$ cat config.mk
export PLATFORM = sky130hd
export DESIGN_NAME = sinm_cell
export DESIGN_NICKNAME = d
export VERILOG_FILES = /design/src/sv/sinm_pkg.sv /design/src/sv/sinm_cell.sv
export SDC_FILE = /design/constraint.sdc
export NUM_CORES = 1
export LEC_CHECK = 0
export BUFFER_PORTS_ARGS = -buffer_cell sky130_fd_sc_hd__buf_2
export CORE_AREA = 2 2 213 215
export CTS_CLUSTER_DIAMETER = 200
export DETAILED_ROUTE_END_ITERATION = 8
export DIE_AREA = 0 0 215 217
export SLEW_MARGIN = 5
export SYNTH_ARGS = -nofsm -noshare
export SYNTH_HDL_FRONTEND = slang
export SYNTH_SLANG_ARGS = --single-unit
export TNS_END_PERCENT = 50
$ cat constraint.sdc
create_clock -name clk -period 17.4 [get_ports clk]
set_input_delay 1.74 -clock clk [delete_from_list [all_inputs] [get_ports clk]]
set_output_delay 1.74 -clock clk [all_outputs]
set_load 0.05 [all_outputs]
$ cat src/sv/sinm_pkg.sv
// shared types and constants for the sorted insert nearest match unit
// no dependencies; every other file refers to it by scoped names

package sinm_pkg;

  localparam int CAPACITY = 1024;
  localparam int CNT_W    = $clog2(CAPACITY + 1);
  localparam int ID_W     = 32;
  localparam int STR_W    = 30;

  localparam int IN_W    = 64;   // entry_id + strength, padded to bytes
  localparam int OUT_W   = 72;   // new_id + match_id + status, padded to bytes
  localparam int CFG_IDX_W  = 1;
  localparam int CFG_DATA_W = 32;

  localparam logic [CFG_IDX_W-1:0] CFG_SEED_ID       = 1'b0;
  localparam logic [CFG_IDX_W-1:0] CFG_SEED_STRENGTH = 1'b1;

  localparam logic [ID_W-1:0]  SEED_ID_RST  = 32'd1;
  localparam logic [STR_W-1:0] SEED_STR_RST = 30'd1000000000;

  localparam logic STATUS_STORED = 1'b0;
  localparam logic STATUS_FULL   = 1'b1;

  // one query travelling down the cell chain
  typedef struct packed {
    logic             vld;
    logic [ID_W-1:0]  id;
    logic [STR_W-1:0] str;
    logic [CNT_W-1:0] cnt;      // fill level seen when this beat entered
    logic             ins;      // store not full, entry gets inserted
    logic             le_has;   // strongest stored entry with strength <= str, newest of equals
    logic [ID_W-1:0]  le_id;
    logic [STR_W-1:0] le_str;
    logic             gt_has;   // weakest stored entry with strength > str, oldest of equals
    logic [ID_W-1:0]  gt_id;
    logic [STR_W-1:0] gt_str;
    logic [ID_W-1:0]  carry_id; // entry being shifted toward the tail
    logic [STR_W-1:0] carry_str;
  } tok_t;

endpackage

$ cat src/sv/sinm_cell.sv
// one slot of the ordered store: compares the passing query with its entry,
// collects neighbor candidates and shifts entries on insert; uses sinm_pkg

module sinm_cell (
  input  logic                      clk,
  input  logic                      rst,
  input  logic                      en,
  input  logic [sinm_pkg::CNT_W-1:0] idx,
  input  sinm_pkg::tok_t            tok_in,
  output sinm_pkg::tok_t            tok_out
);

  logic [sinm_pkg::ID_W-1:0]  slot_id;
  logic [sinm_pkg::STR_W-1:0] slot_str;
  logic                       occ;
  logic                       le;
  logic                       gt;
  logic                       wr;
  sinm_pkg::tok_t             tok_next;

  always_comb begin
    occ      = idx < tok_in.cnt;
    le       = slot_str <= tok_in.str;
    gt       = occ && !le;
    wr       = tok_in.vld && tok_in.ins && (gt || (idx == tok_in.cnt));
    tok_next = tok_in;
    if (occ && le) begin
      tok_next.le_has = 1'b1;
      tok_next.le_id  = slot_id;
      tok_next.le_str = slot_str;
    end
    if (gt && !tok_in.gt_has) begin
      tok_next.gt_has = 1'b1;
      tok_next.gt_id  = slot_id;
      tok_next.gt_str = slot_str;
    end
    // displaced entry moves on toward the tail
    if (gt && tok_in.ins) begin
      tok_next.carry_id  = slot_id;
      tok_next.carry_str = slot_str;
    end
  end

  always_ff @(posedge clk) begin
    if (rst) begin
      tok_out.vld <= 1'b0;
    end else if (en) begin
      tok_out <= tok_next;
    end
  end

  always_ff @(posedge clk) begin
    if (en && wr) begin
      slot_id  <= tok_in.carry_id;
      slot_str <= tok_in.carry_str;
    end
  end

endmodule

# Word level (Yosys, flattened, before mapping)
# Cells that the tools add are included.
# word_totals
mem_count,0
mem_bits_ro,0
output_inout_bits,263
inputBits,277
latch_bits,0
ram_bits,0
word_cells,33
regBits,325
# classes
mux,3
n_eq_ne,1
div,0
bitwise_logic,1
n_lt_le_gt_ge,2
multipliers,0
shift,0
reduce_logical,11
n_addsub,0
# op_table
op,n
62-bit two-way mux,3
30-bit less-or-equal comparator,1
11-bit == test,1
11-bit < comparator,1
1-bit logical AND,7
1-bit zero test,2
2-bit AND reduction,1
1-bit logical OR,1
1-bit NOT,1

# Longest topological paths before layout
# depth
word_depth,6
ltp_mapped,9
depth_no_buf,8

# Worst setup path after synthesis
# Ideal clock, no wire load.
# synth_timing
kind,input to register
startpoint,input rst
endpoint,register tok_out[0] (netlist bit) (enable)
required_time_ns,16.475
arrival_ns,13.323
stages,1
path_slack_ns,3.151
path_buffers,0
setup_ns,0.925
path_cell_list,nor2b_1
# synth_via
elab_chain_cells,2
# synth_rtl
item,line,rtl
start: declaration,sinm_cell.sv:6,"input logic rst,"
1-bit NOT (no line),--,
2-bit AND reduction (no line),--,
end signal: assignment,sinm_cell.sv:48,tok_out <= tok_next;
end: declaration,sinm_cell.sv:10,output sinm_pkg::tok_t tok_out
# No other way between the ends.
# A chain may end at the register's enable or synchronous reset.

==> metrics.txt <==
outcome=finished clean; Post-DRT Antenna Nets=0; Mapped Area=roughly 13,000 sq um; mux cell area share after synthesis=between 15 and 20%; Max Clock Freq=around 190 MHz; largest family of logic cells by synthesized area=multiplexers; Tot Pwr=approximately 2 mW; VDD IR max=0.08547 mV; M1 WL=approximately 15,000 microns; PostCTS Resize Cnt=0; Worst path depth=10; Setup Viol. Count Final=0; setup slack, reg-to-reg=roughly 13 ns; initial antenna violation count=6; CTS clk-pin slew, worst paths=around 0.050 ns; critical path buffer and inverter count=3; class of the most critical setup path=in -> reg; WP data required=around 18 ns; Synth Instances=slightly below 700; fill cell count=between 4,000 and 5,000; post-DP HPWL=28,700 microns; Slew headroom=between 15 and 20%; DRC=0; max-slew violations=0; Post-Synth Simple-Gate Area=1.728%; Area growth, synth to finish=35.41%; Worst Hold Class=reg -> reg; largest net degree at the start of global routing=77; top post-synthesis cells by count=324 x edfxtp_1, 176 x mux2_2, 43 x inv_1, 41 x ha_1, 15 x a21oi_1; Die X=around 220 microns; Critical Path AT=5.47 ns; ys async rst share=0%; slowest CP cell=o211ai_4; # placed instances=~1,800; metal2 WL=approximately 19,000 microns; top-area cell type share of the netlist area=approximately three quarters; Hold Path Depth=2; Via density=roughly 4.4; Die Ht=around 220 microns; first-pass GRT wire length=around 55,000 microns; number of non-filler instances in the completed layout=1,889; grt ovf=0; IO Pins=between 500 and 600; WL final=about 38,000 microns; Leakage=roughly 7.2 nW; Internal Dissipation=approximately 1.5 mW; syn avg cell area=~19 sq um; Hold Buf Count CTS=0; Worst path max stage delay=1.00 ns; Final Cycle Share=29.85%; Synth Flop Type=edfxtp_1; syn nets=slightly above 1,000; worst-case reg-to-reg path depth=8; count of different cell masters after synthesis=36; Setup Fix Bufs, Post-CTS=0; Compound-Gate Fraction of Synth Area=~1.7%; vias in the first global route=8,864; Comb power frac=14.3%; clk_skew=~0.014 ns; Final WS setup=12.21 ns; worst path cell trace=buf_2 -> inv_1 -> ha_1 -> nand4_1 -> or4_1 -> nand2b_1 -> a21boi_4 -> o211ai_4 -> buf_4 -> mux2_2; CORE AREA=about 45,000 sq um; critical path's top delay family=compound AO/OA/AOI/OAI gates; top-count cell post-synth=edfxtp_1; setup TNS=0 ns; pre-CTS setup slack=around 11 ns; initial DRC count=433; Ys Warns=0; Initial Util=between 20 and 30%; RSZ-0062 raised after global routing=false; Synth Area in XOR/XNOR=0%; vias post-DR=8,320; top sig layer=met5; CTS sink count=325; maximum clock path buffer count=3; GPL Wtd Cong=slightly below 0.8; CTS tree=built; Seq/Total Area, Yosys=approximately three quarters; latest clock arrival within the worst-skew pair=between 0.5 and 0.6 ns; sequential share of power=between 40% and 50%; CTS root buf=clkbuf_16; top cells by area, synth=edfxtp_1 74%, mux2_2 15%, ha_1 3.9%; Adder-Cell Fraction of Synth Area=approximately 4%; worst-path maximum fanout=33; pwr dens=approximately 110 nW/um^2; worst-margin pin slew=between 1 and 1.5 ns; Die ar.=between 40,000 and 50,000 sq um; fin nets=about 1,600; max_cap viols=0; Row Count=between 70 and 80; CP endpoint kind=flop; cts bufs inserted=37; post-route minimum period=5.194 ns; Port Buf Inserts=roughly 540; met3 routed WL=between 3000 and 4000 microns; synthesis-stage register bit count=about 330; Critical Path Source Type=input pin; final-report hold violation count=0; cell taking the most area after synthesis=edfxtp_1; total global-route track usage=between 10% and 20%; reported net switching power=515.0 uW; Clock power frac=roughly two fifths; Post-synth EDFFs=roughly 320; WL/cell=20.27 microns; share of cells above drive strength 1=60.68%; Sw Share=25.98%; first drt pass iteration count=4; htree depth=2
-- power by group through the flow --
| stage | Clock [mW] | Sequential, mW | Combinational, mW |
|---|---|---|---|
| 5_1_grt | 0.830 | 0.923 | 0.300 |
| 3_5_place_dp | 0 | 0.937 | 0.287 |
| 4_1_cts | 0.801 | 0.921 | 0.288 |
| 6_report | 0.778 | 0.920 | 0.284 |
| 3_3_place_gp | 0 | 0.936 | 0.284 |
| 2_1_floorplan | 0 | 1.06 | 0.0779 |
-- path summary, 6_finish.rpt --
path,startpoint,to
min reg2reg,tok_out[262],tok_out[262]
min,tok_out[262],tok_out[262]
max reg2reg,slot_str[12],tok_out[42]
max,tok_in[212],tok_out[42]
-- layout by cell type (no fill, tap or decap), drive strengths merged, types with 2 or more instances in the layout --
cell type and n:
inv 44, o21ai 6, ha 41, buf 549, clkbuf 50, a31oi 2
diode 2, nand2 8, bufinv 4, a21boi 2, a21oi 15, mux2 186
edfxtp 324, a21o 3, clkinv 10, nor3 2, nand3 5, o211ai 2
nor2 5, clkinvlp 2, nand2b 4, nand4 9, nor4 2
-- stage by stage --
stage	instance area [sq um]	hold WS (ns)	util, %
after floorplan	13110	0.5511	-
after global placement	16540	0.4749	37.01
after detailed placement	16540	0.5070	37.01
after CTS	17750	0.5279	39.70
after global routing	17750	0.5522	39.71
final	17750	0.5189	39.71
-- worst min-delay path: cells and delay by family (launching register included) --
| kind | cells | cell delay, ns |
|---|---|---|
| DFF | 1 | 0.33 |
| and+or+nand+nor | 1 | 0.08 |
| muxes | 1 | 0.07 |
-- layer usage --
layer / GRT usage (%) / up-vias
met1: 18.25 / 4035
met4: 4.782 / 6
met5: 0 / -
met2: 27.81 / 381
li1: - / 3837
met3: 5.716 / 61
-- logic make-up (layout without fill, tap and decap cells) --
logic type,after synthesis,in the layout
compound gates,35,35
fa+ha+maj,41,41
buf+inv,61,659
flops,325,325
mux,187,187
other cells,0,2
simple gates,40,40
-- state kept, by name, indices dropped and copies added, names as in the netlist --
register and count:
tok_out 263, slot_id 32, slot_str 30
-- cell type report --
class,instances,area (sq um),area share [%]
sequential,325,9749,54.92
multi-input combinational,303,3109,17.52
timing repair buffer,549,2773,15.62
clock buffer,50,1017,5.731
tap,600,750.7,4.229
clock inverter,17,185.2,1.043
inverter,43,161.4,0.9093
antenna,2,5.005,0.02819
Power figures use the tool's default switching activity.
