**config.mk**
```make
export PLATFORM = sky130hd
export DESIGN_NAME = sinm_pick
export DESIGN_NICKNAME = d
export VERILOG_FILES = /design/src/sv/sinm_pkg.sv /design/src/sv/sinm_pick.sv
export SDC_FILE = /design/constraint.sdc
export NUM_CORES = 1
export LEC_CHECK = 0
export BUFFER_PORTS_ARGS = -buffer_cell sky130_fd_sc_hd__buf_2
export CAP_MARGIN = 0
export CORE_ASPECT_RATIO = 1.1
export CORE_MARGIN = 1
export CORE_UTILIZATION = 40
export CTS_CLUSTER_DIAMETER = 30
export CTS_CLUSTER_SIZE = 12
export DETAILED_ROUTE_END_ITERATION = 8
export GPL_TIMING_DRIVEN = 0
export HOLD_SLACK_MARGIN = 0.02
export SLEW_MARGIN = 20
export SYNTH_ARGS = -nofsm -noshare
export SYNTH_HDL_FRONTEND = slang
export SYNTH_SLANG_ARGS = --single-unit
```
**constraint.sdc**
```tcl
create_clock -name clk -period 24.9 [get_ports clk]
set_input_delay 4.98 -clock clk [delete_from_list [all_inputs] [get_ports clk]]
set_output_delay 4.98 -clock clk [all_outputs]
set_load 0.05 [all_outputs]
```
**src/sv/sinm_pkg.sv**
```systemverilog
// shared types and constants for the sorted insert nearest match unit
// no dependencies; every other file refers to it by scoped names

package sinm_pkg;

  localparam int CAPACITY = 1024;
  localparam int CNT_W    = $clog2(CAPACITY + 1);
  localparam int ID_W     = 32;
  localparam int STR_W    = 30;

  localparam int IN_W    = 64;   // entry_id + strength, padded to bytes
  localparam int OUT_W   = 72;   // new_id + match_id + status, padded to bytes
  localparam int CFG_IDX_W  = 1;
  localparam int CFG_DATA_W = 32;

  localparam logic [CFG_IDX_W-1:0] CFG_SEED_ID       = 1'b0;
  localparam logic [CFG_IDX_W-1:0] CFG_SEED_STRENGTH = 1'b1;

  localparam logic [ID_W-1:0]  SEED_ID_RST  = 32'd1;
  localparam logic [STR_W-1:0] SEED_STR_RST = 30'd1000000000;

  localparam logic STATUS_STORED = 1'b0;
  localparam logic STATUS_FULL   = 1'b1;

  // one query travelling down the cell chain
  typedef struct packed {
    logic             vld;
    logic [ID_W-1:0]  id;
    logic [STR_W-1:0] str;
    logic [CNT_W-1:0] cnt;      // fill level seen when this beat entered
    logic             ins;      // store not full, entry gets inserted
    logic             le_has;   // strongest stored entry with strength <= str, newest of equals
    logic [ID_W-1:0]  le_id;
    logic [STR_W-1:0] le_str;
    logic             gt_has;   // weakest stored entry with strength > str, oldest of equals
    logic [ID_W-1:0]  gt_id;
    logic [STR_W-1:0] gt_str;
    logic [ID_W-1:0]  carry_id; // entry being shifted toward the tail
    logic [STR_W-1:0] carry_str;
  } tok_t;

endpackage

```
**src/sv/sinm_pick.sv**
```systemverilog
// tail of the chain: folds in the seed entry, picks the nearest neighbor
// and holds the result beat; uses sinm_pkg

module sinm_pick (
  input  logic                        clk,
  input  logic                        rst,
  input  logic                        en,
  input  sinm_pkg::tok_t              tok_in,
  input  logic [sinm_pkg::ID_W-1:0]   seed_id,
  input  logic [sinm_pkg::STR_W-1:0]  seed_str,
  output logic                        res_vld,
  output logic [sinm_pkg::ID_W-1:0]   res_new_id,
  output logic [sinm_pkg::ID_W-1:0]   res_match_id,
  output logic                        res_status
);

  typedef struct packed {
    logic                       vld;
    logic [sinm_pkg::ID_W-1:0]  id;
    logic [sinm_pkg::STR_W-1:0] str;
    logic                       status;
    logic                       has_prev;
    logic [sinm_pkg::ID_W-1:0]  prev_id;
    logic [sinm_pkg::STR_W-1:0] prev_str;
    logic                       has_next;
    logic [sinm_pkg::ID_W-1:0]  next_id;
    logic [sinm_pkg::STR_W-1:0] next_str;
  } sel_t;

  sel_t                       sel_next;
  sel_t                       sel;
  logic                       seed_le;
  logic [sinm_pkg::STR_W-1:0] d_prev;
  logic [sinm_pkg::STR_W-1:0] d_next;
  logic [sinm_pkg::ID_W-1:0]  match_next;

  // seed is oldest: it loses ties for prev and wins them for next
  always_comb begin
    seed_le           = seed_str <= tok_in.str;
    sel_next.vld      = tok_in.vld;
    sel_next.id       = tok_in.id;
    sel_next.str      = tok_in.str;
    sel_next.status   = tok_in.ins ? sinm_pkg::STATUS_STORED : sinm_pkg::STATUS_FULL;
    sel_next.has_prev = seed_le;
    sel_next.prev_id  = seed_id;
    sel_next.prev_str = seed_str;
    sel_next.has_next = !seed_le;
    sel_next.next_id  = seed_id;
    sel_next.next_str = seed_str;
    if (tok_in.le_has && (!seed_le || tok_in.le_str >= seed_str)) begin
      sel_next.has_prev = 1'b1;
      sel_next.prev_id  = tok_in.le_id;
      sel_next.prev_str = tok_in.le_str;
    end
    if (tok_in.gt_has && (seed_le || tok_in.gt_str < seed_str)) begin
      sel_next.has_next = 1'b1;
      sel_next.next_id  = tok_in.gt_id;
      sel_next.next_str = tok_in.gt_str;
    end
  end

  always_ff @(posedge clk) begin
    if (rst) begin
      sel.vld <= 1'b0;
    end else if (en) begin
      sel <= sel_next;
    end
  end

  // equal distance goes to the weaker entry
  always_comb begin
    d_prev = sel.str - sel.prev_str;
    d_next = sel.next_str - sel.str;
    if (!sel.has_prev) begin
      match_next = sel.next_id;
    end else if (!sel.has_next) begin
      match_next = sel.prev_id;
    end else if (d_prev <= d_next) begin
      match_next = sel.prev_id;
    end else begin
      match_next = sel.next_id;
    end
  end

  always_ff @(posedge clk) begin
    if (rst) begin
      res_vld <= 1'b0;
    end else if (en) begin
      res_vld <= sel.vld;
    end
  end

  always_ff @(posedge clk) begin
    if (en) begin
      res_new_id   <= sel.id;
      res_match_id <= match_next;
      res_status   <= sel.status;
    end
  end

endmodule

```
# Word level (Yosys, flattened, before mapping)
# Cells that the tools add are included.
[op_classes]
muxes = 6
add_sub_neg = 2
reduce_logical = 6
bitwise = 1
magnitude_cmp = 4
[ops]
columns = ["op", "count"]
rows = [
  ["two-way mux 62 bit", 2],
  ["two-way mux 32 bit", 3],
  ["less-or-equal comparator 30 bit", 2],
  ["subtractor 30 bit", 2],
  [">= comparator 30 bit", 1],
  ["< comparator 30 bit", 1],
  ["logical AND 1 bit", 2],
  ["logical OR 1 bit", 2],
  ["AND reduction 2 bit", 1],
  ["zero test 1 bit", 1],
  ["two-way mux 1 bit", 1],
  ["NOT 1 bit", 1],
]
[word_totals]
out_inout_bits = 66
reg_bits = 256

# Logic depth before layout (Yosys ltp)
[logic_depth]
ltp_word = 5
mapped_depth = 21

# Worst setup path before layout
# No wires, ideal clock.
[synth_path]
path_type = "input to register"
start = "in rst"
end = "reg sel[0] (netlist bit), enable pin"
setup_ns = 0.767
arrival_ns = 13.348
required_time_ns = 24.133
path_slack_ns = 10.785
cell_stages = 1
cell_sequence = "nor2b_1"
[synth_between]
elab_chain_len = 2
[synth_rtl]
columns = ["item", "line_no", "source"]
rows = [
  ["start: declaration", "sinm_pick.sv:6", "input logic rst,"],
  ["NOT 1 bit (no line)", "-", ""],
  ["AND reduction 2 bit (no line)", "-", ""],
  ["end signal: assignment", "sinm_pick.sv:66", "sel <= sel_next;"],
  ["end: declaration", "sinm_pick.sv:31", "sel_t sel;"],
]
# Every way passes these cells.
# A chain may end at the register's enable or synchronous reset.

==> metrics.cfg <==
[run_status]
status=completed

[power]
power_w=0.001488
vdd_drop_max_mv=0.06967
p_leak_nw=9.025
power.internal_w=0.001052
swShare=0.2932
combPwrFrac=0.242
switchingPower_w=0.0004364
power_frac_clock=0.403
pwr-share-seq=0.354
p_per_area_mw_per_mm2=75.02

[cts]
cts_tree=built
clkTransAtPathRegs_ns=0.05
post_cts_resized=0
clk_latency_ns=0.55
htreeDepth=2
root_buffer=clkbuf_16
cts-hold-fix-buffers=0
cts_buffers=44
cts_sinks=256
clk_path_buf_depth=3
cts_setup_buffers=0

[sta]
final_max_slew_viol_count=0
fin_crit_ns=7.876
slew_headroom=0.4889
post-route-period-util=0.3163
hold_slack_ns=0.4103
fmax_mhz=127.0
setup_viol=0
worstMarginPinSlew_ns=0.7615
setup_tns_ns=0
rsz0062_at_grt=no
finClkSkew_ns=0.01650
finalHoldViolations=0

[routing]
ant_nets=0
vias=10950
initialDrtViolationCount=363
drtPass1Iterations=5
wire_per_inst_um=17.50
routed_wl_mm=37.95
drcViolationCount=0
viasPerCell=5.048

[logic_synthesis]
yosys-top-cells-area=edfxtp_1, ha_1, mux2_2
avgSynthCellArea_sq_um=12.68
yosysMostFrequentCell=edfxtp_1
synth.distinct_cells=68
synthCells=1252
ys.flop_type=edfxtp_1
yosys.area.top_type_share=0.4805
synth_edf_count=254
yosys-top-cells-count=edfxtp_1, ha_1, inv_1
ys_async_sr_fraction=0
synth_largest_area_cell=edfxtp_1
syn_nets=1759
yosys_warnings=0
synth_seq_area_share=0.4830
syn_area_sq_mm=0.01587
ys_ff_latch=256

[layout]
antenna_cells=0
nNetsFinal=2133
syn2layout_area_growth_pct=24.95
final_area_sq_mm=0.01984
stdcell_count=2169
fill_cells=3471
drive_above_1_share=0.3490

[worst_setup_path]
slowest_delay_ns=0.60
path_class=in -> reg
reg2reg_slack_ns=18.95
setup.worst_path.end_class=register
worstPathCellList=buf_2, inv_1, ha_1, a2111oi_0, o211ai_1, nand3_1, o211ai_1, a311oi_1, o21ai_4, buf_6, mux2_1
critPathMaxFanout=10
rr_worst_depth=17
cp.required_ns=25.17
startpoint_type=input pin
crit_slowest_cell=a311oi_1
crit_top_cell=o211ai_1
arrival_ns=8.15

[global_route]
grt_max_degree=56
gr-total-overflow=0
first_global_vias=11010
antenna_found_initial=2
grt_first_pass_wirelength_mm=57.15
grt_usage=0.1845

[placed_design]
place_area_sq_mm=0.01831
place_inst=2087
place.port_buffers=320
gp_congestion=0.8593
hpwl_mm=30.41

[floorplan]
rows=76
ioPinCount=394
initial_core_util=0.4052
die_w_um=191.9
core-area_sq_mm=0.03918
die_height_um=210.9
die_area_sq_mm=0.04049

[flow_run]
maxCapViolCount=0

[min_path]
holdPathStages=0
hold_class=reg -> reg

-- metrics by stage --
step                  util  worst slack (ns)
floorplan                -             10.79
global placement    0.4623             6.177
detailed placement  0.4674             16.37
CTS                 0.5063             16.92
global route        0.5063             16.77
finish              0.5063             17.02
-- state kept, by name, summed over array words and instances, names as in the netlist --
name          cells
res_new_id       32
sel             190
res_status        1
res_match_id     32
res_vld           1
-- area by class of cell --
type	count	area [sq um]	area share
tap	507	634.4	0.03198
inverter	139	521.8	0.02630
multi-input combinational	834	7455	0.3758
clock inverter	36	416.7	0.02101
timing repair buffer	328	1787	0.09008
buffer	23	245.2	0.01236
clock buffer	46	1109	0.05589
sequential	256	7667	0.3866
-- per-layer routing --
layer	wire, um	GRT usage	part of all wire
met1	16410	0.2242	0.43
met2	18370	0.3274	0.48
met3	2238	0.03456	0.059
met4	902	0.05665	0.024
met5	25	0	0.00066
-- power groups by stage --
| stage | sequential, W | combinational (W) | clock, W |
|---|---|---|---|
| global route | 0.000530 | 0.000401 | 0.000633 |
| global placement | 0.000541 | 0.000353 | 0 |
| detailed placement | 0.000536 | 0.000362 | 0 |
| finish | 0.000527 | 0.000360 | 0.000600 |
| CTS | 0.000528 | 0.000365 | 0.000615 |
| floorplan | 0.000570 | 0.000224 | 0 |
-- critical path: cells and delay by family --
family / cells / cell delay [ns]
AO/OA/AOI/OAI: 5 / 1.91
adder cells (fa/ha/maj): 1 / 0.26
buffers and inverters: 3 / 0.42
multiplexers: 1 / 0.36
AND/OR/NAND/NOR: 1 / 0.20
-- cell families (layout without fill, tap and decap cells) --
logic type | count (synthesis) | count (layout) | share of synthesized area
AOI/OAI and AO/OA | 262 | 262 | 0.1109
adders and majority gates | 179 | 179 | 0.1420
xor gates and xnor gates | 51 | 51 | 0.02814
buffers and inverters | 162 | 572 | 0.04832
and+or+nand+nor | 182 | 182 | 0.06053
DFF | 256 | 256 | 0.4830
muxes | 160 | 160 | 0.1271
-- path summary, 6_finish.rpt --
path,start,endpoint
max,seed_str[1],sel[47]
min,sel[157],res_new_id[0]
min reg2reg,sel[157],res_new_id[0]
max reg2reg,sel[4],res_match_id[15]
-- placed cells by master, fill, tap and decap left out, types with 5 or more instances in the layout --
cell and n:
ha_1 177, o21ai_0 33, nor2b_1 12, clkinvlp_4 10, inv_1 139, buf_12 12, nand3_1 15, xor2_1 23
o211ai_1 13, clkbuf_1 12, nand2_1 43, a21o_1 71, a31oi_1 6, and4_1 6, nor2_1 38, inv_6 11
clkbuf_16 44, mux2_2 89, nand2b_1 15, mux2i_1 5, a21oi_1 71, clkinv_2 5, nor3_1 10, o21a_1 8
buf_2 319, a211oi_1 8, edfxtp_1 254, nand4_1 21, buf_6 6, o41ai_1 5, mux2_4 59, xnor2_1 28
mux2_1 7
Power figures use the tool's default switching activity.
